## src/design/tng_pkg.sv

```systemverilog
package tng_pkg;

	localparam int GRID_BITS     = 11;
	localparam int RADIUS_BITS   = 2;
	localparam int CFG_ADDR_BITS = 4;
	localparam int CFG_DATA_BITS = 32;

	localparam logic [GRID_BITS-1:0]   GRID_WIDTH_RST  = 11'd1024;
	localparam logic [GRID_BITS-1:0]   GRID_HEIGHT_RST = 11'd1024;
	localparam logic [RADIUS_BITS-1:0] RADIUS_RST      = 2'd1;

	typedef enum logic [1:0] {
		REG_GRID_WIDTH,
		REG_GRID_HEIGHT,
		REG_RADIUS,
		REG_SHAPE_MODE
	} reg_idx_t;

	typedef enum logic [2:0] {
		ST_IDLE,
		ST_DIV_X,
		ST_DIV_Y,
		ST_CHECK,
		ST_ROW,
		ST_EMIT
	} state_t;

endpackage

```

## src/design/tng_if.sv

```systemverilog
interface tng_in_if #(parameter int COORD_BITS = 10);
	logic                  valid;
	logic                  ready;
	logic [COORD_BITS-1:0] center_x;
	logic [COORD_BITS-1:0] center_y;

	modport source(output valid, output center_x, output center_y, input ready);
	modport sink(input valid, input center_x, input center_y, output ready);
endinterface

interface tng_out_if #(parameter int COORD_BITS = 10);
	logic                  valid;
	logic                  ready;
	logic [COORD_BITS-1:0] nbr_x;
	logic [COORD_BITS-1:0] nbr_y;
	logic                  last;
	logic                  error;

	modport source(output valid, output nbr_x, output nbr_y, output last, output error,
		input ready);
	modport sink(input valid, input nbr_x, input nbr_y, input last, input error,
		output ready);
endinterface

```

## src/design/toroidal_neighborhood_generator_top.sv

```systemverilog
// Toroidal neighbourhood generator. Each centre cell word accepted on cell_in yields the
// wrapped coordinates of its neighbours on nbr_out, the final one marked with last, one
// word per cycle while nbr_out does not stall, with a row setup step between rows in
// square mode; a grid narrower or shorter than twice the radius yields a single error
// word instead, and cross mode at radius zero yields nothing. All coordinate arithmetic
// goes through one shared add, compare and correct unit: the centre is first reduced
// modulo the grid size by restoring division, one bit per cycle for each coordinate in
// turn, followed by a check step. Cross mode then emits 4*radius words; square mode
// emits 2*radius+1 rows, each a row setup step followed by 2*radius+1 result words.
// cell_in is ready only while no item is in progress; the last result may still wait in
// the output register. Configuration is written over the APB port and must only change
// while idle.
module toroidal_neighborhood_generator_top
	import tng_pkg::*;
#(
	parameter int MAX_RADIUS = 3,
	parameter int COORD_BITS = 10
) (
	input  logic                     clk,
	input  logic                     arst_n,
	input  logic                     psel,
	input  logic                     penable,
	input  logic                     pwrite,
	input  logic [CFG_ADDR_BITS-1:0] paddr,
	input  logic [CFG_DATA_BITS-1:0] pwdata,
	output logic [CFG_DATA_BITS-1:0] prdata,
	output logic                     pready,
	tng_in_if.sink                   cell_in,
	tng_out_if.source                nbr_out
);

	localparam int SW = COORD_BITS + 1;
	localparam int AW = COORD_BITS + 2;
	localparam int EW = (SW > GRID_BITS) ? SW : GRID_BITS;
	localparam int RW = $clog2(MAX_RADIUS + 1);
	localparam int KW = $clog2(2 * MAX_RADIUS + 1);
	localparam int DW = KW + 2;
	localparam int BW = $clog2(COORD_BITS);

	localparam logic [EW-1:0]          SIZE_LIM = EW'(1) << COORD_BITS;
	localparam logic [RADIUS_BITS-1:0] RMAX     = RADIUS_BITS'(MAX_RADIUS);
	localparam logic [BW-1:0]          BIT_LAST = BW'(COORD_BITS - 1);
	localparam logic signed [DW-1:0]   ONE_S    = DW'(1);

	logic [GRID_BITS-1:0]   grid_width_q;
	logic [GRID_BITS-1:0]   grid_height_q;
	logic [RADIUS_BITS-1:0] radius_q;
	logic                   shape_mode_q;

	state_t state_q, state_d;

	logic [COORD_BITS-1:0] div_q;
	logic [COORD_BITS-1:0] rem_q;
	logic [BW-1:0]         bit_q;
	logic [COORD_BITS-1:0] cx_q;
	logic [COORD_BITS-1:0] cy_q;
	logic [COORD_BITS-1:0] ry_q;
	logic                  half_q;
	logic [RW-1:0]         row_q;
	logic [KW-1:0]         col_q;

	logic                  out_valid_q;
	logic [COORD_BITS-1:0] nbr_x_q;
	logic [COORD_BITS-1:0] nbr_y_q;
	logic                  last_q;
	logic                  error_q;

	logic                  cfg_wr;
	reg_idx_t              reg_idx;
	logic [EW-1:0]         gw_ext, gh_ext;
	logic [SW-1:0]         w_eff, h_eff, two_r;
	logic [RW-1:0]         r_eff;
	logic                  too_small;
	logic                  slot_free;
	logic                  div_done;

	logic signed [AW-1:0]  u_a;
	logic [SW-1:0]         u_size;
	logic signed [AW-1:0]  u_size_s;
	logic signed [AW-1:0]  u_res;
	logic [COORD_BITS-1:0] u_coord;

	logic signed [DW-1:0]  k_s, r_s, row_s, d_s;
	logic [COORD_BITS-1:0] base_c;
	logic [1:0]            xphase;
	logic                  row_last;
	logic                  row_end;
	logic [COORD_BITS-1:0] emit_x, emit_y;
	logic                  emit_last;
	logic                  step_done;

	// Configuration registers.
	assign cfg_wr  = psel & penable & pwrite;
	assign reg_idx = reg_idx_t'(paddr[3:2]);
	assign pready  = 1'b1;

	always_ff @(posedge clk or negedge arst_n) begin
		if (!arst_n) begin
			grid_width_q  <= GRID_WIDTH_RST;
			grid_height_q <= GRID_HEIGHT_RST;
			radius_q      <= RADIUS_RST;
			shape_mode_q  <= 1'b0;
		end else if (cfg_wr) begin
			case (reg_idx)
				REG_GRID_WIDTH:  grid_width_q  <= pwdata[GRID_BITS-1:0];
				REG_GRID_HEIGHT: grid_height_q <= pwdata[GRID_BITS-1:0];
				REG_RADIUS:      radius_q      <= pwdata[RADIUS_BITS-1:0];
				REG_SHAPE_MODE:  shape_mode_q  <= pwdata[0];
				default: ;
			endcase
		end
	end

	always_comb begin
		case (reg_idx)
			REG_GRID_WIDTH:  prdata = CFG_DATA_BITS'(grid_width_q);
			REG_GRID_HEIGHT: prdata = CFG_DATA_BITS'(grid_height_q);
			REG_RADIUS:      prdata = CFG_DATA_BITS'(radius_q);
			REG_SHAPE_MODE:  prdata = CFG_DATA_BITS'(shape_mode_q);
			default:         prdata = '0;
		endcase
	end

	// Effective grid sizes and radius.
	assign gw_ext = EW'(grid_width_q);
	assign gh_ext = EW'(grid_height_q);
	assign w_eff  = (gw_ext == '0) ? SW'(1) : ((gw_ext > SIZE_LIM) ? SW'(SIZE_LIM) : SW'(gw_ext));
	assign h_eff  = (gh_ext == '0) ? SW'(1) : ((gh_ext > SIZE_LIM) ? SW'(SIZE_LIM) : SW'(gh_ext));
	assign r_eff  = RW'((radius_q > RMAX) ? RMAX : radius_q);
	assign two_r  = SW'(r_eff) << 1;
	assign too_small = (w_eff < two_r) || (h_eff < two_r);

	assign slot_free = !out_valid_q || nbr_out.ready;
	assign div_done  = (bit_q == BIT_LAST);

	// Shared unit: brings an operand in the range -size..2*size-1 into 0..size-1.
	assign u_size_s = $signed({1'b0, u_size});
	assign u_res    = u_a[AW-1] ? (u_a + u_size_s) :
		((u_a >= u_size_s) ? (u_a - u_size_s) : u_a);
	assign u_coord  = u_res[COORD_BITS-1:0];

	// Operand selection and result formation.
	always_comb begin
		k_s       = $signed({2'b00, col_q});
		r_s       = $signed({{(DW-RW){1'b0}}, r_eff});
		row_s     = $signed({{(DW-RW){1'b0}}, row_q});
		xphase    = col_q[1:0];
		d_s       = '0;
		base_c    = cx_q;
		u_size    = w_eff;
		u_a       = $signed({1'b0, rem_q, div_q[COORD_BITS-1]});
		emit_x    = u_coord;
		emit_y    = ry_q;
		emit_last = 1'b0;
		row_last  = (half_q && (row_q == r_eff)) || (r_eff == '0);
		row_end   = 1'b0;
		step_done = 1'b0;
		case (state_q)
			ST_DIV_X: begin
				u_size = w_eff;
			end
			ST_DIV_Y: begin
				u_size = h_eff;
			end
			ST_ROW: begin
				base_c = cy_q;
				u_size = h_eff;
				d_s    = half_q ? -row_s : row_s;
				u_a    = $signed({2'b00, base_c}) + {{(AW-DW){d_s[DW-1]}}, d_s};
			end
			ST_EMIT: begin
				if (shape_mode_q) begin
					if (k_s < r_s) begin
						d_s = -(k_s + ONE_S);
					end else if (k_s < (r_s <<< 1)) begin
						d_s = k_s - r_s + ONE_S;
					end else begin
						d_s = '0;
					end
					base_c    = cx_q;
					u_size    = w_eff;
					emit_x    = u_coord;
					emit_y    = ry_q;
					row_end   = (k_s == (r_s <<< 1));
					emit_last = row_last && row_end;
				end else begin
					d_s    = ((xphase == 2'd0) || (xphase == 2'd3)) ? -row_s : row_s;
					base_c = xphase[1] ? cy_q : cx_q;
					u_size = xphase[1] ? h_eff : w_eff;
					emit_x = xphase[1] ? cx_q : u_coord;
					emit_y = xphase[1] ? u_coord : cy_q;
					row_end   = (xphase == 2'd3);
					emit_last = row_end && (row_q == r_eff);
				end
				u_a       = $signed({2'b00, base_c}) + {{(AW-DW){d_s[DW-1]}}, d_s};
				step_done = slot_free && emit_last;
			end
			default: ;
		endcase
	end

	// Sequencer.
	always_comb begin
		state_d = state_q;
		case (state_q)
			ST_IDLE: begin
				if (cell_in.valid) state_d = ST_DIV_X;
			end
			ST_DIV_X: begin
				if (div_done) state_d = ST_DIV_Y;
			end
			ST_DIV_Y: begin
				if (div_done) state_d = ST_CHECK;
			end
			ST_CHECK: begin
				if (too_small) begin
					if (slot_free) state_d = ST_IDLE;
				end else if (shape_mode_q) begin
					state_d = ST_ROW;
				end else if (r_eff == '0) begin
					state_d = ST_IDLE;
				end else begin
					state_d = ST_EMIT;
				end
			end
			ST_ROW: begin
				state_d = ST_EMIT;
			end
			ST_EMIT: begin
				if (step_done) begin
					state_d = ST_IDLE;
				end else if (slot_free && row_end && shape_mode_q) begin
					state_d = ST_ROW;
				end
			end
			default: state_d = ST_IDLE;
		endcase
	end

	always_ff @(posedge clk or negedge arst_n) begin
		if (!arst_n) begin
			state_q <= ST_IDLE;
			div_q   <= '0;
			rem_q   <= '0;
			bit_q   <= '0;
			cx_q    <= '0;
			cy_q    <= '0;
			ry_q    <= '0;
			half_q  <= 1'b0;
			row_q   <= '0;
			col_q   <= '0;
		end else begin
			state_q <= state_d;
			case (state_q)
				ST_IDLE: begin
					if (cell_in.valid) begin
						div_q <= cell_in.center_x;
						cy_q  <= cell_in.center_y;
						rem_q <= '0;
						bit_q <= '0;
					end
				end
				ST_DIV_X: begin
					if (div_done) begin
						cx_q  <= u_coord;
						div_q <= cy_q;
						rem_q <= '0;
						bit_q <= '0;
					end else begin
						rem_q <= u_coord;
						div_q <= div_q << 1;
						bit_q <= bit_q + 1'b1;
					end
				end
				ST_DIV_Y: begin
					if (div_done) begin
						cy_q <= u_coord;
					end else begin
						rem_q <= u_coord;
						div_q <= div_q << 1;
						bit_q <= bit_q + 1'b1;
					end
				end
				ST_CHECK: begin
					half_q <= 1'b0;
					col_q  <= '0;
					row_q  <= shape_mode_q ? RW'(0) : RW'(1);
				end
				ST_ROW: begin
					ry_q  <= u_coord;
					col_q <= '0;
				end
				ST_EMIT: begin
					if (slot_free && !emit_last) begin
						if (row_end) begin
							col_q <= '0;
							if (shape_mode_q && !half_q && (row_q == r_eff)) begin
								half_q <= 1'b1;
								row_q  <= RW'(1);
							end else begin
								row_q <= row_q + 1'b1;
							end
						end else begin
							col_q <= col_q + 1'b1;
						end
					end
				end
				default: ;
			endcase
		end
	end

	// Output register.
	always_ff @(posedge clk or negedge arst_n) begin
		if (!arst_n) begin
			out_valid_q <= 1'b0;
		end else if ((state_q == ST_EMIT) && slot_free) begin
			out_valid_q <= 1'b1;
		end else if ((state_q == ST_CHECK) && too_small && slot_free) begin
			out_valid_q <= 1'b1;
		end else if (nbr_out.ready) begin
			out_valid_q <= 1'b0;
		end
	end

	always_ff @(posedge clk) begin
		if ((state_q == ST_EMIT) && slot_free) begin
			nbr_x_q <= emit_x;
			nbr_y_q <= emit_y;
			last_q  <= emit_last;
			error_q <= 1'b0;
		end else if ((state_q == ST_CHECK) && too_small && slot_free) begin
			nbr_x_q <= '0;
			nbr_y_q <= '0;
			last_q  <= 1'b1;
			error_q <= 1'b1;
		end
	end

	assign cell_in.ready = (state_q == ST_IDLE);
	assign nbr_out.valid = out_valid_q;
	assign nbr_out.nbr_x = nbr_x_q;
	assign nbr_out.nbr_y = nbr_y_q;
	assign nbr_out.last  = last_q;
	assign nbr_out.error = error_q;

`ifndef SYNTHESIS
	a_err_word: assert property (@(posedge clk) disable iff (!arst_n)
		nbr_out.valid && nbr_out.error |->
		(nbr_out.nbr_x == '0) && (nbr_out.nbr_y == '0) && nbr_out.last)
		else $error("error word must carry zero coordinates and last");
	a_in_grid: assert property (@(posedge clk) disable iff (!arst_n)
		nbr_out.valid && !nbr_out.error |->
		(SW'(nbr_out.nbr_x) < w_eff) && (SW'(nbr_out.nbr_y) < h_eff))
		else $error("neighbour coordinate outside the grid");
	a_centre_reduced: assert property (@(posedge clk) disable iff (!arst_n)
		state_q == ST_CHECK |-> (SW'(cx_q) < w_eff) && (SW'(cy_q) < h_eff))
		else $error("centre not reduced into the grid");
	a_accept_starts: assert property (@(posedge clk) disable iff (!arst_n)
		cell_in.valid && cell_in.ready |=> state_q == ST_DIV_X)
		else $error("accepted word did not start the reduction");
	a_no_overwrite: assert property (@(posedge clk) disable iff (!arst_n)
		nbr_out.valid && !nbr_out.ready |=> nbr_out.valid)
		else $error("pending result dropped");
`endif

endmodule

```

## src/flat_wrapper.sv

```systemverilog
// flat-port wrapper written by rule: the top's interface ports become plain ports
module toroidal_neighborhood_generator_top_flat import tng_pkg::*;
#(
	parameter int MAX_RADIUS = 3,
	parameter int COORD_BITS = 10
)
  (clk, arst_n, psel, penable, pwrite, paddr, pwdata, prdata, pready, cell_in_valid, cell_in_center_x, cell_in_center_y, cell_in_ready, nbr_out_valid, nbr_out_nbr_x, nbr_out_nbr_y, nbr_out_last, nbr_out_error, nbr_out_ready);
  tng_in_if #(.COORD_BITS(COORD_BITS)) cell_in_i ();
  tng_out_if #(.COORD_BITS(COORD_BITS)) nbr_out_i ();
  input  logic clk;
  input  logic arst_n;
  input  logic psel;
  input  logic penable;
  input  logic pwrite;
  input  logic [CFG_ADDR_BITS-1:0] paddr;
  input  logic [CFG_DATA_BITS-1:0] pwdata;
  output logic [CFG_DATA_BITS-1:0] prdata;
  output logic pready;
  input wire logic [$bits(cell_in_i.valid)-1:0] cell_in_valid;
  input wire logic [$bits(cell_in_i.center_x)-1:0] cell_in_center_x;
  input wire logic [$bits(cell_in_i.center_y)-1:0] cell_in_center_y;
  output wire logic [$bits(cell_in_i.ready)-1:0] cell_in_ready;
  output wire logic [$bits(nbr_out_i.valid)-1:0] nbr_out_valid;
  output wire logic [$bits(nbr_out_i.nbr_x)-1:0] nbr_out_nbr_x;
  output wire logic [$bits(nbr_out_i.nbr_y)-1:0] nbr_out_nbr_y;
  output wire logic [$bits(nbr_out_i.last)-1:0] nbr_out_last;
  output wire logic [$bits(nbr_out_i.error)-1:0] nbr_out_error;
  input wire logic [$bits(nbr_out_i.ready)-1:0] nbr_out_ready;
  assign cell_in_i.valid = cell_in_valid;
  assign cell_in_i.center_x = cell_in_center_x;
  assign cell_in_i.center_y = cell_in_center_y;
  assign cell_in_ready = cell_in_i.ready;
  assign nbr_out_valid = nbr_out_i.valid;
  assign nbr_out_nbr_x = nbr_out_i.nbr_x;
  assign nbr_out_nbr_y = nbr_out_i.nbr_y;
  assign nbr_out_last = nbr_out_i.last;
  assign nbr_out_error = nbr_out_i.error;
  assign nbr_out_i.ready = nbr_out_ready;
  toroidal_neighborhood_generator_top #(.MAX_RADIUS(MAX_RADIUS), .COORD_BITS(COORD_BITS)) u_core (.clk(clk), .arst_n(arst_n), .psel(psel), .penable(penable), .pwrite(pwrite), .paddr(paddr), .pwdata(pwdata), .prdata(prdata), .pready(pready), .cell_in(cell_in_i), .nbr_out(nbr_out_i));
endmodule
```

## config.mk

```make
export PLATFORM = sky130hd
export DESIGN_NAME = toroidal_neighborhood_generator_top_flat
export DESIGN_NICKNAME = d
export VERILOG_FILES = /design/src/design/tng_pkg.sv /design/src/design/tng_if.sv /design/src/design/toroidal_neighborhood_generator_top.sv /design/src/flat_wrapper.sv
export SDC_FILE = /design/constraint.sdc
export NUM_CORES = 1
export LEC_CHECK = 0
export ABC_AREA = 1
export BUFFER_PORTS_ARGS = -buffer_cell sky130_fd_sc_hd__buf_2
export CORE_UTILIZATION = 25
export CTS_BUF_LIST = sky130_fd_sc_hd__clkbuf_16
export CTS_CLUSTER_DIAMETER = 30
export DETAILED_ROUTE_END_ITERATION = 6
export PLACE_DENSITY_LB_ADDON = 0.25
export SLEW_MARGIN = 25
export SYNTH_ARGS = -nofsm -noshare
export SYNTH_HDL_FRONTEND = slang
export SYNTH_SLANG_ARGS = --single-unit
```

## constraint.sdc

```tcl
create_clock -name clk -period 5 [get_ports clk]
set_input_delay 0.75 -clock clk [delete_from_list [all_inputs] [get_ports clk]]
set_output_delay 0.75 -clock clk [all_outputs]
set_load 0.02 [all_outputs]
```

* Word-level counts from Yosys, hierarchy flattened
Cells that the tools add are included.
Operators by class: add/sub/neg operators 12, order comparisons 8, equality and inequality tests 21, mux-type cells 78, bitwise logic cells 2, reduce and logical (&&, ||, !) cells 44
Operators by type and width (number):
- 10-bit two-way mux | 22
- 32-bit case mux with 4 select lines | 1
- 11-bit two-way mux | 6
- 10-bit case mux with 3 select lines | 2
- 3-bit two-way mux | 11
- 5-bit two-way mux | 6
- 11-bit by 5-bit adder with 12-bit output | 2
- 12-bit case mux with 2 select lines | 1
- 11-bit greater-than comparator, second input constant | 2
- 11-bit zero test | 2
- 11-bit by 3-bit less-than comparator with 1-bit output | 2
- 11-bit case mux with 2 select lines | 1
- 10-bit case mux with 2 select lines | 1
- 3-bit case mux with 6 select lines | 1
- 1-bit two-way mux | 15
- 12-bit >= comparator | 1
- 1-bit logical AND | 12
- 4-bit two-way mux | 3
- 4-bit case mux with 3 select lines | 1
- 2-bit AND reduction | 6
- 10-bit adder | 1
- 2-bit by 1-bit inequality test with 1-bit output, second input constant | 5
- 10-bit subtractor | 1
- 3-bit AND reduction | 3
- 36 further kinds | 57
Word-level totals: register bits 111, input bits 63, output and inout bits 57, word-level logic and storage cells 184

* Depth between registers and ports, before layout
Gate-level depths: netlist of the first run.
word-level depth 17, mapped depth 41, depth with buffers taken out 41

* Worst setup path after synthesis of the first run
No wires, ideal clock.
path type reg-to-reg, start point register u_core.radius_q[0], end point register u_core.nbr_y_q[0], in the netlist u_core.nbr_out.nbr_y[0] (data pin), arrival 4513 ps, slack 215 ps, cell stages (with the launch flop) 38, path buffers 1, clock period less this slack 4785 ps, path through dfstp_2 ha_1 inv_1 fa_1 ha_1 inv_1 nor2_1 nor2_1 nand2_1 nand3_1 nand2_1 inv_1 ha_1 nand2_1 inv_2 nand2_2 clkinv_1 nand2_1 [... 2 more ...] nand3_1 nand2_1 inv_1 ha_1 buf_2 o21ai_0 a21oi_2 nand3_1 nand2_1 nand3_2 nand2_4 nand2_4 nor2_8 nand2_2 o21ai_4 nand2_2 nand2_1 a21oi_1
Between the ends: longest elaborated chain between the ends 17, elaborated cells between the ends (all ways) 21, those cells by class 5 x add/sub; 4 x order compare; 12 x mux
RTL lines:
- start, declared | line toroidal_neighborhood_generator_top.sv:47 | logic [RADIUS_BITS-1:0] radius_q;
- start signal, assigned | line toroidal_neighborhood_generator_top.sv:107 | REG_RADIUS: radius_q <= pwdata[RADIUS_BITS-1:0];
- 2-bit greater-than comparator | line toroidal_neighborhood_generator_top.sv:129 | assign r_eff = RW'((radius_q > RMAX) ? RMAX : radius_q);
- 2-bit two-way mux (*) | line toroidal_neighborhood_generator_top.sv:129
- 3-bit by 2-bit subtractor with 4-bit output | line toroidal_neighborhood_generator_top.sv:176 | d_s = k_s - r_s + ONE_S;
- 5-bit by 2-bit adder with 5-bit output | line toroidal_neighborhood_generator_top.sv:176
- 5-bit two-way mux | line toroidal_neighborhood_generator_top.sv:175 | end else if (k_s < (r_s <<< 1)) begin
- 5-bit two-way mux (*) | line toroidal_neighborhood_generator_top.sv:173 | if (k_s < r_s) begin
- 5-bit two-way mux (*) | line toroidal_neighborhood_generator_top.sv:172 | if (shape_mode_q) begin
- 5-bit two-way mux (*) | line toroidal_neighborhood_generator_top.sv:158 | case (state_q)
- 11-bit by 5-bit adder with 12-bit output (*) | line toroidal_neighborhood_generator_top.sv:195 | u_a = $signed({2'b00, base_c}) + {{(AW-DW){d_s[DW-1]}}, d_s};
- 12-bit case mux with 2 select lines (*) | line toroidal_neighborhood_generator_top.sv:158
- 10-bit subtractor / 12-bit >= comparator (equally long branches) | line toroidal_neighborhood_generator_top.sv:139 | ((u_a >= u_size_s) ? (u_a - u_size_s) : u_a);
- 10-bit two-way mux | line toroidal_neighborhood_generator_top.sv:139
- 10-bit two-way mux (*) | line toroidal_neighborhood_generator_top.sv:138 | assign u_res = u_a[AW-1] ? (u_a + u_size_s) :
- 10-bit two-way mux (*) | line toroidal_neighborhood_generator_top.sv:191 | emit_y = xphase[1] ? u_coord : cy_q;
- 10-bit two-way mux (*) | line toroidal_neighborhood_generator_top.sv:172
- 10-bit two-way mux (*) | line toroidal_neighborhood_generator_top.sv:158
- 10-bit two-way mux (*) | line toroidal_neighborhood_generator_top.sv:327 | if ((state_q == ST_EMIT) && slot_free) begin
- end signal, assigned | line toroidal_neighborhood_generator_top.sv:329 | nbr_y_q <= emit_y;
- end, declared | line toroidal_neighborhood_generator_top.sv:64 | logic [COORD_BITS-1:0] nbr_y_q;
Mark *: on every way between the ends. The rest lies on a longest branch, timed or not. The select of a mux whose other input is x is not followed. A chain may end at the register's enable or synchronous reset.

* Worst setup path after layout of the first run
Ends and elaborated chain as after synthesis.

==> impl_metrics.prom, run 1 <==
# TYPE chip_impl_metric gauge
chip_impl_metric{name="drcViolationCount",unit=""} 0
chip_impl_metric{name="synth_seq_cells",unit=""} 111
chip_impl_info{name="timing.rr.start",value="u_core.radius_q[0]$_DFFE_PN1P_"} 1
chip_impl_info{name="worstReg2RegEnd",value="u_core.nbr_out.nbr_y[0]$_SDFFCE_PN0P_"} 1
chip_impl_info{name="violations",value="negative setup slack"} 1
chip_impl_metric{name="dp_hpwl",unit="um"} 23600
chip_impl_metric{name="slew-limit-headroom",unit="%"} 39.3
chip_impl_metric{name="synth.cell_area",unit="mm2"} 0.00871
chip_impl_info{name="outcome",value="complete, but fails checks"} 1
chip_impl_metric{name="die-area",unit="mm2"} 0.0356
chip_impl_metric{name="min_period",unit="ns"} 5.05
chip_impl_metric{name="grt_pass1_vias",unit=""} 8564
chip_impl_metric{name="final.setup_skew",unit="ns"} 0.0186
chip_impl_metric{name="synth_edf_count",unit=""} 21
chip_impl_metric{name="crit_arrival",unit="ns"} 5.15
chip_impl_metric{name="vias_after_detailed_routing",unit=""} 8864
chip_impl_metric{name="post-place-cells",unit=""} 1837
chip_impl_metric{name="core_area",unit="mm2"} 0.0345
chip_impl_metric{name="htree_num_levels",unit=""} 3
chip_impl_metric{name="floorplan.rows",unit=""} 68
chip_impl_metric{name="fin_nets",unit=""} 1537
chip_impl_metric{name="hold_buffers_post_cts",unit=""} 0
chip_impl_info{name="crit_slowest_cell",value="sky130_fd_sc_hd__dfstp_2"} 1
chip_impl_metric{name="ys_warn_count",unit=""} 0
chip_impl_info{name="ctsRootBufferMaster",value="sky130_fd_sc_hd__clkbuf_16"} 1
chip_impl_metric{name="setup-violations-final",unit=""} 3
chip_impl_metric{name="grt_start_max_net_pins",unit=""} 55
chip_impl_metric{name="synth_cell_types",unit=""} 57
chip_impl_metric{name="ff2ff_setup_slack",unit="ns"} -0.05
chip_impl_metric{name="finalNonFillerCells",unit=""} 1875
chip_impl_metric{name="initial_utilization",unit="%"} 25.3
chip_impl_metric{name="route.antenna.remaining_nets",unit=""} 0
chip_impl_metric{name="cts-root-to-sink-buffers",unit=""} 2
chip_impl_metric{name="numCtsBuffers",unit=""} 9
chip_impl_info{name="synthFlopType",value="sky130_fd_sc_hd__dfrtp_1"} 1
chip_impl_metric{name="fillerInstances",unit=""} 3693
chip_impl_metric{name="layout_setup_ws",unit="ns"} -0.0506
chip_impl_metric{name="cts.reportedPaths.clkPinSlew",unit="ns"} 0.09
chip_impl_metric{name="postSynthAreaPerCell",unit="um2"} 7.18
chip_impl_metric{name="antenna_found_initial",unit=""} 0
chip_impl_metric{name="grt_pass1_wl",unit="um"} 47000
chip_impl_metric{name="place_congestion",unit=""} 0.912
chip_impl_metric{name="cp.required",unit="ns"} 5.10
chip_impl_metric{name="critical_path.n_buffers_inverters",unit=""} 7
chip_impl_metric{name="detail_route.iter0.violations",unit=""} 543
chip_impl_metric{name="max_freq",unit="MHz"} 198
chip_impl_metric{name="dpl_worst_slack",unit="ns"} -0.319
chip_impl_metric{name="antenna_cells",unit=""} 0
chip_impl_info{name="critPathCaptureType",value="flip-flop"} 1
chip_impl_metric{name="numPortBuffers",unit=""} 74
chip_impl_metric{name="worstRegToRegCells",unit=""} 33
chip_impl_metric{name="gr-total-overflow",unit=""} 0
chip_impl_metric{name="die_h",unit="um"} 189
chip_impl_info{name="type_of_the_worst_setup_path",value="flip-flop to flip-flop"} 1
chip_impl_metric{name="ys_seq_area_share",unit="%"} 33.1
chip_impl_info{name="tritoncts_clock_tree",value="yes"} 1
chip_impl_metric{name="drv_slew",unit=""} 0
chip_impl_metric{name="die-width",unit="um"} 189
chip_impl_info{name="setup.worst_path.start_class",value="flip-flop"} 1
chip_impl_metric{name="drtPass1Iterations",unit=""} 6
chip_impl_metric{name="synthArstFlopShare",unit="%"} 80.2
chip_impl_metric{name="worst_slew_pin_slew",unit="ns"} 0.910
chip_impl_metric{name="pin_count",unit=""} 120
chip_impl_info{name="unrepaired_setup_endpoints_after_global_routing",value="yes"} 1
chip_impl_metric{name="post_route_cells_drive_above_1_share",unit="%"} 33.5
chip_impl_metric{name="grt.total_usage",unit="%"} 17.0
chip_impl_metric{name="cts.sink_count",unit=""} 111
chip_impl_metric{name="final-hold-violation-count",unit=""} 0
chip_impl_metric{name="max_cap_viol_count",unit=""} 0
chip_impl_metric{name="wl",unit="um"} 30400
chip_impl_metric{name="finalSetupTns",unit="ns"} -0.0996
chip_impl_metric{name="finalHoldWorstSlack",unit="ns"} 0.441
chip_impl_metric{name="crit_fanout",unit=""} 7
chip_impl_metric{name="synth_instances",unit=""} 1213
chip_impl_metric{name="routed_via_density",unit=""} 4.73
chip_impl_metric{name="avgRoutedWirePerCell",unit="um"} 16.2
chip_impl_metric{name="area_growth_syn_to_layout",unit="%"} 37.3
chip_impl_metric{name="layout_worst_path_cycle_share",unit="%"} 101
chip_impl_info{name="min-delay-path-class",value="input pin to asynchronous set/reset pin"} 1
chip_impl_metric{name="clock_latency",unit="ns"} 0.37
chip_impl_metric{name="slowest_delay",unit="ns"} 0.56
chip_impl_info{name="crit_family",value="adder cells"} 1
==> cells in the mapped netlist (4+ instances only) <==
master	count	share of area, %
sky130_fd_sc_hd__nand2_1	290	12
sky130_fd_sc_hd__inv_1	160	6.9
sky130_fd_sc_hd__o21ai_0	98	5.6
sky130_fd_sc_hd__dfrtp_1	86	25
sky130_fd_sc_hd__nand3_1	84	4.8
sky130_fd_sc_hd__a21oi_1	82	4.7
sky130_fd_sc_hd__nor2_1	56	2.4
sky130_fd_sc_hd__ha_1	54	7.8
sky130_fd_sc_hd__o22ai_1	32	2.3
sky130_fd_sc_hd__buf_4	24	2.1
sky130_fd_sc_hd__clkbuf_1	24	1.0
sky130_fd_sc_hd__edfxtp_1	21	7.2
sky130_fd_sc_hd__inv_2	20	0.86
sky130_fd_sc_hd__nand2_2	19	1.4
sky130_fd_sc_hd__nand4_1	18	1.3
sky130_fd_sc_hd__o21ai_1	16	0.92
sky130_fd_sc_hd__xor2_1	16	1.6
sky130_fd_sc_hd__nor3_1	10	0.57
sky130_fd_sc_hd__a211oi_1	7	0.60
sky130_fd_sc_hd__nand3_2	7	0.80
sky130_fd_sc_hd__nand3b_1	7	0.60
sky130_fd_sc_hd__a31oi_1	5	0.36
sky130_fd_sc_hd__buf_2	5	0.29
sky130_fd_sc_hd__fa_1	5	1.1
sky130_fd_sc_hd__o21bai_1	5	0.43
sky130_fd_sc_hd__xnor2_1	5	0.50
sky130_fd_sc_hd__nand2_4	4	0.52
sky130_fd_sc_hd__nor4_1	4	0.29
sky130_fd_sc_hd__o31ai_1	4	0.34
==> worst max-delay path by stage <==
| stage | start | end | slack, ns | depth (start not counted) |
|---|---|---|---|---|
| after floorplan | u_core.radius_q[0]$_DFFE_PN1P_ | u_core.nbr_out.nbr_y[0]$_SDFFCE_PN0P_ | 0.22 | 37 |
| after detailed placement | u_core.radius_q[0]$_DFFE_PN1P_ | u_core.cy_q[0]$_DFFE_PN0P_ | -0.32 | 39 |
| final | u_core.radius_q[0]$_DFFE_PN1P_ | u_core.nbr_out.nbr_y[0]$_SDFFCE_PN0P_ | -0.05 | 33 |
| after CTS | u_core.radius_q[0]$_DFFE_PN1P_ | u_core.nbr_out.nbr_y[0]$_SDFFCE_PN0P_ | -0.05 | 38 |
| after global placement | u_core.radius_q[0]$_DFFE_PN1P_ | u_core.cy_q[0]$_DFFE_PN0P_ | -0.31 | 39 |
| after global routing | u_core.radius_q[0]$_DFFE_PN1P_ | u_core.nbr_out.nbr_x[9]$_SDFFCE_PN0P_ | -0.22 | 34 |
==> cell usage in the layout (no fill, tap or decap), types with 22 or more instances in the layout <==
| cell | count |
|---|---|
| sky130_fd_sc_hd__a21oi_1 | 64 |
| sky130_fd_sc_hd__buf_2 | 73 |
| sky130_fd_sc_hd__buf_4 | 134 |
| sky130_fd_sc_hd__conb_1 | 22 |
| sky130_fd_sc_hd__dfrtp_1 | 86 |
| sky130_fd_sc_hd__ha_1 | 31 |
| sky130_fd_sc_hd__inv_1 | 143 |
| sky130_fd_sc_hd__inv_2 | 27 |
| sky130_fd_sc_hd__nand2_1 | 257 |
| sky130_fd_sc_hd__nand2_2 | 42 |
| sky130_fd_sc_hd__nand3_1 | 55 |
| sky130_fd_sc_hd__nand3_2 | 24 |
| sky130_fd_sc_hd__nor2_1 | 43 |
| sky130_fd_sc_hd__o21ai_0 | 86 |
| sky130_fd_sc_hd__o22ai_1 | 23 |
==> flip-flops by register name, summed over array words and instances (netlist names) <==
name and cells:
u_core.bit_q 4, u_core.col_q 3, u_core.cx_q 10, u_core.cy_q 10, u_core.div_q 10, u_core.gh_ext 11
u_core.grid_width_q 11, u_core.half_q 1, u_core.nbr_out.error 1, u_core.nbr_out.last 1, u_core.nbr_out.nbr_x 10, u_core.nbr_out.nbr_y 10
u_core.nbr_out.valid 1, u_core.radius_q 2, u_core.rem_q 10, u_core.row_q 2, u_core.ry_q 10, u_core.shape_mode_q 1
u_core.state_q 3
==> cells by family (layout without fill, tap and decap cells) <==
| family | Yosys count | count (layout) | share of synthesized area, % |
|---|---|---|---|
| adders and majority gates | 59 | 59 | 8.90 |
| buffers and inverters | 239 | 426 | 11.6 |
| xor gates and xnor gates | 21 | 21 | 2.11 |
| other | 2 | 22 | 0.0862 |
| DFF | 111 | 111 | 33.1 |
| and+or+nand+nor | 514 | 514 | 26.9 |
| AOI/OAI and AO/OA | 267 | 267 | 17.3 |
==> layer usage <==
metal | share of wire, % | GRT usage [%] | vias to the layer above
met5 | 0 | 0 | -
met1 | 46 | 23.1 | 4237
li1 | - | - | 4384
met4 | 1.9 | 4.09 | 0
met3 | 4.0 | 2.09 | 29
met2 | 48 | 28.5 | 214
==> layout make-up <==
class	instances	area, um2	area share [%]
multi-input combinational	883	5850	48.9
sequential	111	2880	24.1
timing repair buffer	227	1630	13.6
inverter	183	721	6.02
tap	455	569	4.76
clock buffer	9	225	1.88
clock inverter	7	91.3	0.764
==> through the flow <==
stage | utilization, % | instance area (um2)
after floorplan | - | 8790
after global placement | 30.2 | 10400
after detailed placement | 30.2 | 10400
after CTS | 32.4 | 11200
after global routing | 34.7 | 12000
final | 34.7 | 12000
==> timing repair <==
action | 4_1_cts | 5_1_grt
pin swaps | 32 | 84
setup buffers | 8 | 15
setup endpoints to repair | 60 | 60
gates resized for setup | 71 | 164
Power of run 1 is not shown: default switching activity piles up to over one toggle a cycle in this logic, so the estimate is an artifact.
==> run 2, diff against run 1 <==
CORE_ASPECT_RATIO = 0.6   (was not set)
==> impl_metrics.prom, run 2 (synthesized netlist as in run 1, its figures left out) <==
# TYPE chip_impl_metric gauge
chip_impl_metric{name="grt_start_max_net_pins",unit=""} 46
chip_impl_metric{name="die_h",unit="um"} 147
chip_impl_info{name="min-delay-path-class",value="input pin to asynchronous set/reset pin"} 1
chip_impl_info{name="outcome",value="complete, but fails checks"} 1
chip_impl_metric{name="final.setup_skew",unit="ns"} 0.0120
chip_impl_metric{name="place_congestion",unit=""} 0.936
chip_impl_metric{name="htree_num_levels",unit=""} 3
chip_impl_metric{name="routed_via_density",unit=""} 4.74
chip_impl_metric{name="drcViolationCount",unit=""} 0
chip_impl_metric{name="clock_latency",unit="ns"} 0.38
chip_impl_metric{name="pin_count",unit=""} 120
chip_impl_metric{name="fillerInstances",unit=""} 3562
chip_impl_metric{name="wl",unit="um"} 32200
chip_impl_metric{name="grt.total_usage",unit="%"} 17.8
chip_impl_metric{name="cts-root-to-sink-buffers",unit=""} 2
chip_impl_metric{name="drv_slew",unit=""} 0
chip_impl_info{name="critPathCaptureType",value="flip-flop"} 1
chip_impl_metric{name="vias_after_detailed_routing",unit=""} 8875
chip_impl_metric{name="finalSetupTns",unit="ns"} -0.0522
chip_impl_metric{name="core_area",unit="mm2"} 0.0340
chip_impl_metric{name="crit_arrival",unit="ns"} 5.13
chip_impl_metric{name="post_route_cells_drive_above_1_share",unit="%"} 32.8
chip_impl_metric{name="setup-violations-final",unit=""} 5
chip_impl_metric{name="worstRegToRegCells",unit=""} 40
chip_impl_info{name="violations",value="negative setup slack"} 1
chip_impl_info{name="critPathMostFrequentCell",value="sky130_fd_sc_hd__nand2_2"} 1
chip_impl_metric{name="critical_path.n_buffers_inverters",unit=""} 9
chip_impl_metric{name="floorplan.rows",unit=""} 52
chip_impl_metric{name="max_cap_viol_count",unit=""} 0
chip_impl_metric{name="ff2ff_setup_slack",unit="ns"} -0.03
chip_impl_metric{name="grt_pass1_wl",unit="um"} 48400
chip_impl_info{name="unrepaired_setup_endpoints_after_global_routing",value="yes"} 1
chip_impl_info{name="mostFrequentLayoutCell",value="sky130_fd_sc_hd__nand2_1"} 1
chip_impl_metric{name="crit_fanout",unit=""} 6
chip_impl_metric{name="globalRouteMet3Util",unit="%"} 4.80
chip_impl_metric{name="gr-total-overflow",unit=""} 0
chip_impl_metric{name="die-width",unit="um"} 243
chip_impl_metric{name="cts.reportedPaths.clkPinSlew",unit="ns"} 0.08
chip_impl_info{name="gr-max-usage-layer",value="met1"} 1
chip_impl_metric{name="layout_setup_ws",unit="ns"} -0.0289
chip_impl_metric{name="die-area",unit="mm2"} 0.0356
chip_impl_metric{name="avgRoutedWirePerCell",unit="um"} 17.2
chip_impl_metric{name="numPortBuffers",unit=""} 74
chip_impl_metric{name="hold_buffers_post_cts",unit=""} 0
chip_impl_metric{name="final-hold-violation-count",unit=""} 0
chip_impl_metric{name="antenna_found_initial",unit=""} 0
chip_impl_metric{name="antenna_cells",unit=""} 0
chip_impl_metric{name="route.antenna.remaining_nets",unit=""} 0
chip_impl_metric{name="drtPass1Iterations",unit=""} 7
chip_impl_metric{name="slowest_delay",unit="ns"} 0.56
chip_impl_metric{name="cts.sink_count",unit=""} 111
chip_impl_info{name="tritoncts_clock_tree",value="yes"} 1
chip_impl_metric{name="grt_pass1_vias",unit=""} 8206
chip_impl_info{name="layout_common_cells",value="sky130_fd_sc_hd__nand2_1 (251), sky130_fd_sc_hd__inv_1 (145), sky130_fd_sc_hd__buf_4 (126)"} 1
chip_impl_metric{name="dp_hpwl",unit="um"} 25300
chip_impl_info{name="type_of_the_worst_setup_path",value="flip-flop to flip-flop"} 1
chip_impl_info{name="crit_family",value="simple AND/OR/NAND/NOR gates"} 1
chip_impl_metric{name="critical_path_cell_count",unit=""} 40
chip_impl_info{name="ctsRootBufferMaster",value="sky130_fd_sc_hd__clkbuf_16"} 1
chip_impl_info{name="setup.worst_path.start_class",value="flip-flop"} 1
chip_impl_metric{name="area_growth_syn_to_layout",unit="%"} 36.6
chip_impl_metric{name="min_period",unit="ns"} 5.03
chip_impl_metric{name="detail_route.iter0.violations",unit=""} 809
chip_impl_metric{name="grt_use_met1",unit="%"} 28.2
chip_impl_metric{name="max_freq",unit="MHz"} 199
chip_impl_metric{name="fin_nets",unit=""} 1530
chip_impl_metric{name="grt_use_met2",unit="%"} 23.5
chip_impl_metric{name="layout_worst_path_cycle_share",unit="%"} 101
chip_impl_metric{name="initial_utilization",unit="%"} 25.6
chip_impl_metric{name="slew-limit-headroom",unit="%"} 24.5
chip_impl_info{name="crit_slowest_cell",value="sky130_fd_sc_hd__dfstp_2"} 1
chip_impl_metric{name="numCtsBuffers",unit=""} 9
chip_impl_metric{name="cp.required",unit="ns"} 5.10
chip_impl_metric{name="worst_slew_pin_slew",unit="ns"} 1.13
-- run 2: final cells by class --
cell class,instances,area [um2],share of cell area [%]
Clock buffer,10,250,2.10
Tap cell,459,574,4.82
Timing Repair Buffer,220,1600,13.5
Clock inverter,6,36.3,0.305
Sequential cell,111,2880,24.2
Inverter,183,712,5.98
Multi-Input combinational cell,883,5840,49.1
-- run 2: metrics by stage --
stage	cells	hold slack, ns	setup slack [ns]	util [%]	cell area (um2)
after detailed placement	1833	0.455	-0.434	30.6	10400
final	1872	0.384	-0.0289	35.0	11900
after CTS	1859	0.402	-0.0364	32.7	11100
after global placement	1833	0.451	-0.461	30.6	10400
after floorplan	1233	0.449	0.215	-	8790
after global routing	1872	0.433	-0.323	35.0	11900
-- run 2: worst paths after layout --
kind | start | to
max | u_core.radius_q[0]$_DFFE_PN1P_ | u_core.nbr_out.nbr_y[0]$_SDFFCE_PN0P_
min | arst_n | u_core.bit_q[3]$_DFFE_PN0P_
max reg2reg | u_core.radius_q[0]$_DFFE_PN1P_ | u_core.nbr_out.nbr_y[0]$_SDFFCE_PN0P_
min reg2reg | u_core.nbr_out.error$_SDFFE_PP0P_ | u_core.nbr_out.error$_SDFFE_PP0P_
max in group asynchronous | arst_n | u_core.rem_q[5]$_DFFE_PN0P_
min in group clk | u_core.nbr_out.error$_SDFFE_PP0P_ | u_core.nbr_out.error$_SDFFE_PP0P_
-- run 2: worst reg2reg max path, delay by kind of cell (launching register included) --
family	cells	cell delay, ns
fa+ha+maj	5	1.43
compound gates	3	0.31
flops	1	0.56
simple gates	23	1.74
buf+inv	9	0.73
-- run 2: layer usage --
layer	part of all wire, %	wire (um)	vias to the layer above
li1	-	-	4382
met1	52	16600	4229
met2	40	12700	244
met3	7.7	2470	20
met4	1.1	357	0
met5	0	0	-
-- run 2: what timing repair did --
action,in CTS,in global routing
pin swaps,34,82
setup endpoints to repair,60,60
gates resized for setup,74,164
hold endpoints to repair,0,0
setup buffers,10,15
Power of run 2 is left out for the same reason.
==> run 3, diff against run 2 <==
HOLD_SLACK_MARGIN = 0.08   (was not set)
TNS_END_PERCENT = 10   (was not set)
==> impl_metrics.prom, run 3 (synthesized netlist as in run 1, its figures left out) <==
# TYPE chip_impl_metric gauge
chip_impl_metric{name="wl",unit="um"} 31900
chip_impl_metric{name="multi_input_combinational_cell_area",unit="mm2"} 0.00573
chip_impl_metric{name="avgRoutedWirePerCell",unit="um"} 17.0
chip_impl_metric{name="die_h",unit="um"} 147
chip_impl_metric{name="min_period",unit="ns"} 5.06
chip_impl_metric{name="slowest_delay",unit="ns"} 0.56
chip_impl_metric{name="post_route_cells_drive_above_1_share",unit="%"} 31.5
chip_impl_metric{name="fin_nets",unit=""} 1527
chip_impl_metric{name="max_cap_viol_count",unit=""} 0
chip_impl_info{name="setup.worst_path.start_class",value="flip-flop"} 1
chip_impl_metric{name="crit_fanout",unit=""} 6
chip_impl_info{name="layout_common_cells",value="sky130_fd_sc_hd__nand2_1 (253), sky130_fd_sc_hd__inv_1 (145), sky130_fd_sc_hd__buf_4 (127)"} 1
chip_impl_metric{name="area_growth_syn_to_layout",unit="%"} 34.9
chip_impl_info{name="type_of_the_worst_setup_path",value="flip-flop to flip-flop"} 1
chip_impl_info{name="unrepaired_setup_endpoints_after_global_routing",value="yes"} 1
chip_impl_metric{name="detail_route.iter0.violations",unit=""} 802
chip_impl_metric{name="pin_count",unit=""} 120
chip_impl_info{name="crit_end",value="u_core.cy_q[8]$_DFFE_PN0P_"} 1
chip_impl_metric{name="core_area",unit="mm2"} 0.0340
chip_impl_metric{name="grt.total_usage",unit="%"} 17.8
chip_impl_metric{name="finalNonFillerCells",unit=""} 1869
chip_impl_metric{name="setup-violations-final",unit=""} 5
chip_impl_metric{name="drtPass1Iterations",unit=""} 7
chip_impl_metric{name="slew-limit-headroom",unit="%"} 24.2
chip_impl_info{name="ctsRootBufferMaster",value="sky130_fd_sc_hd__clkbuf_16"} 1
chip_impl_metric{name="initial_utilization",unit="%"} 25.6
chip_impl_metric{name="die-width",unit="um"} 243
chip_impl_metric{name="design_area",unit="mm2"} 0.0118
chip_impl_info{name="min-delay-path-class",value="input pin to asynchronous set/reset pin"} 1
chip_impl_metric{name="worstRegToRegCells",unit=""} 38
chip_impl_metric{name="worst_slew_pin_slew",unit="ns"} 1.14
chip_impl_metric{name="vias_after_detailed_routing",unit=""} 8896
chip_impl_metric{name="final.setup_skew",unit="ns"} 0.0128
chip_impl_metric{name="antenna_found_initial",unit=""} 0
chip_impl_metric{name="layout_setup_ws",unit="ns"} -0.0586
chip_impl_metric{name="post-place-cells",unit=""} 1833
chip_impl_metric{name="max_freq",unit="MHz"} 198
chip_impl_metric{name="htree_num_levels",unit=""} 3
chip_impl_metric{name="die-area",unit="mm2"} 0.0356
chip_impl_metric{name="antenna_cells",unit=""} 0
chip_impl_info{name="worstReg2RegEnd",value="u_core.cy_q[8]$_DFFE_PN0P_"} 1
chip_impl_metric{name="numCtsBuffers",unit=""} 9
chip_impl_info{name="crit_slowest_cell",value="sky130_fd_sc_hd__dfstp_2"} 1
chip_impl_metric{name="area.sequential",unit="mm2"} 0.00288
chip_impl_metric{name="place_congestion",unit=""} 0.936
chip_impl_metric{name="routed_via_density",unit=""} 4.76
chip_impl_metric{name="cts-root-to-sink-buffers",unit=""} 2
chip_impl_metric{name="grt_start_max_net_pins",unit=""} 46
chip_impl_metric{name="route.antenna.remaining_nets",unit=""} 0
chip_impl_info{name="mostFrequentLayoutCell",value="sky130_fd_sc_hd__nand2_1"} 1
chip_impl_info{name="critPathCaptureType",value="flip-flop"} 1
chip_impl_metric{name="cts.sink_count",unit=""} 111
chip_impl_metric{name="dp_hpwl",unit="um"} 25300
chip_impl_metric{name="final-hold-violation-count",unit=""} 0
chip_impl_metric{name="grt_pass1_wl",unit="um"} 48300
chip_impl_metric{name="floorplan.rows",unit=""} 52
chip_impl_info{name="timing.rr.start",value="u_core.radius_q[0]$_DFFE_PN1P_"} 1
chip_impl_metric{name="fillerInstances",unit=""} 3577
chip_impl_info{name="tritoncts_clock_tree",value="yes"} 1
chip_impl_info{name="critPathMostFrequentCell",value="sky130_fd_sc_hd__nand2_2"} 1
chip_impl_metric{name="dpl_worst_slack",unit="ns"} -0.434
chip_impl_metric{name="numPortBuffers",unit=""} 74
chip_impl_metric{name="cts.reportedPaths.clkPinSlew",unit="ns"} 0.08
chip_impl_metric{name="grt_pass1_vias",unit=""} 8194
chip_impl_metric{name="drv_slew",unit=""} 0
chip_impl_info{name="violations",value="negative setup slack"} 1
chip_impl_info{name="cp-startpoint",value="u_core.radius_q[0]$_DFFE_PN1P_"} 1
chip_impl_info{name="outcome",value="complete, but fails checks"} 1
chip_impl_metric{name="cp.required",unit="ns"} 5.22
chip_impl_metric{name="layout_worst_path_cycle_share",unit="%"} 101
chip_impl_metric{name="crit_arrival",unit="ns"} 5.28
chip_impl_metric{name="final_core_utilization",unit="%"} 34.5
chip_impl_metric{name="clock_latency",unit="ns"} 0.37
chip_impl_metric{name="instance_area_at_placement",unit="mm2"} 0.0104
chip_impl_metric{name="drcViolationCount",unit=""} 0
chip_impl_metric{name="ff2ff_setup_slack",unit="ns"} -0.06
chip_impl_metric{name="gr-total-overflow",unit=""} 0
[run 3: layer usage]
metal	share of wire (%)	GRT usage (%)
met5	0	0
met4	1.1	3.33
met3	8.1	4.80
met2	39	23.5
met1	52	28.2
[run 3: critical path: cells and delay by family, from the launching register on]
family	cells	cell delay [ns]
flops	1	0.56
fa+ha+maj	5	1.45
simple gates	22	1.90
compound gates	3	0.41
buf+inv	8	0.56
[run 3: area by class of cell]
type | count | area share (%)
clock inverters | 6 | 0.309
repair buffers | 217 | 13.3
multi-input cells | 883 | 48.8
flip-flops and latches | 111 | 24.5
inverters | 183 | 6.06
clock buffers | 10 | 2.13
well taps | 459 | 4.89
[run 3: repair_timing]
action                                  in CTS  in global routing
hold buffers                                 0                  0
gates resized for setup                     72                134
pin swaps                                   33                 79
endpoints found under the setup margin      60                 60
buffers inserted                            10                 10
[run 3: how the worst min path moves through the flow]
stage                     cells past startpoint                               from                           endpoint
after floorplan                               0                             arst_n        u_core.bit_q[0]$_DFFE_PN0P_
after global placement                        2  u_core.nbr_out.error$_SDFFE_PP0P_  u_core.nbr_out.error$_SDFFE_PP0P_
after detailed placement                      2  u_core.nbr_out.error$_SDFFE_PP0P_  u_core.nbr_out.error$_SDFFE_PP0P_
after CTS                                     1                             arst_n        u_core.bit_q[3]$_DFFE_PN0P_
after global routing                          1                             arst_n        u_core.bit_q[2]$_DFFE_PN0P_
final                                         1                             arst_n        u_core.bit_q[3]$_DFFE_PN0P_
[run 3: per-stage QoR]
step / TNS, ns / hold slack (ns)
6_report: -0.0848 / 0.387
5_1_grt: -12.46 / 0.433
4_1_cts: -0.0913 / 0.402
3_5_place_dp: -18.04 / 0.455
3_3_place_gp: -17.56 / 0.451
2_1_floorplan: 0 / 0.449
Power of run 3 is left out for the same reason.
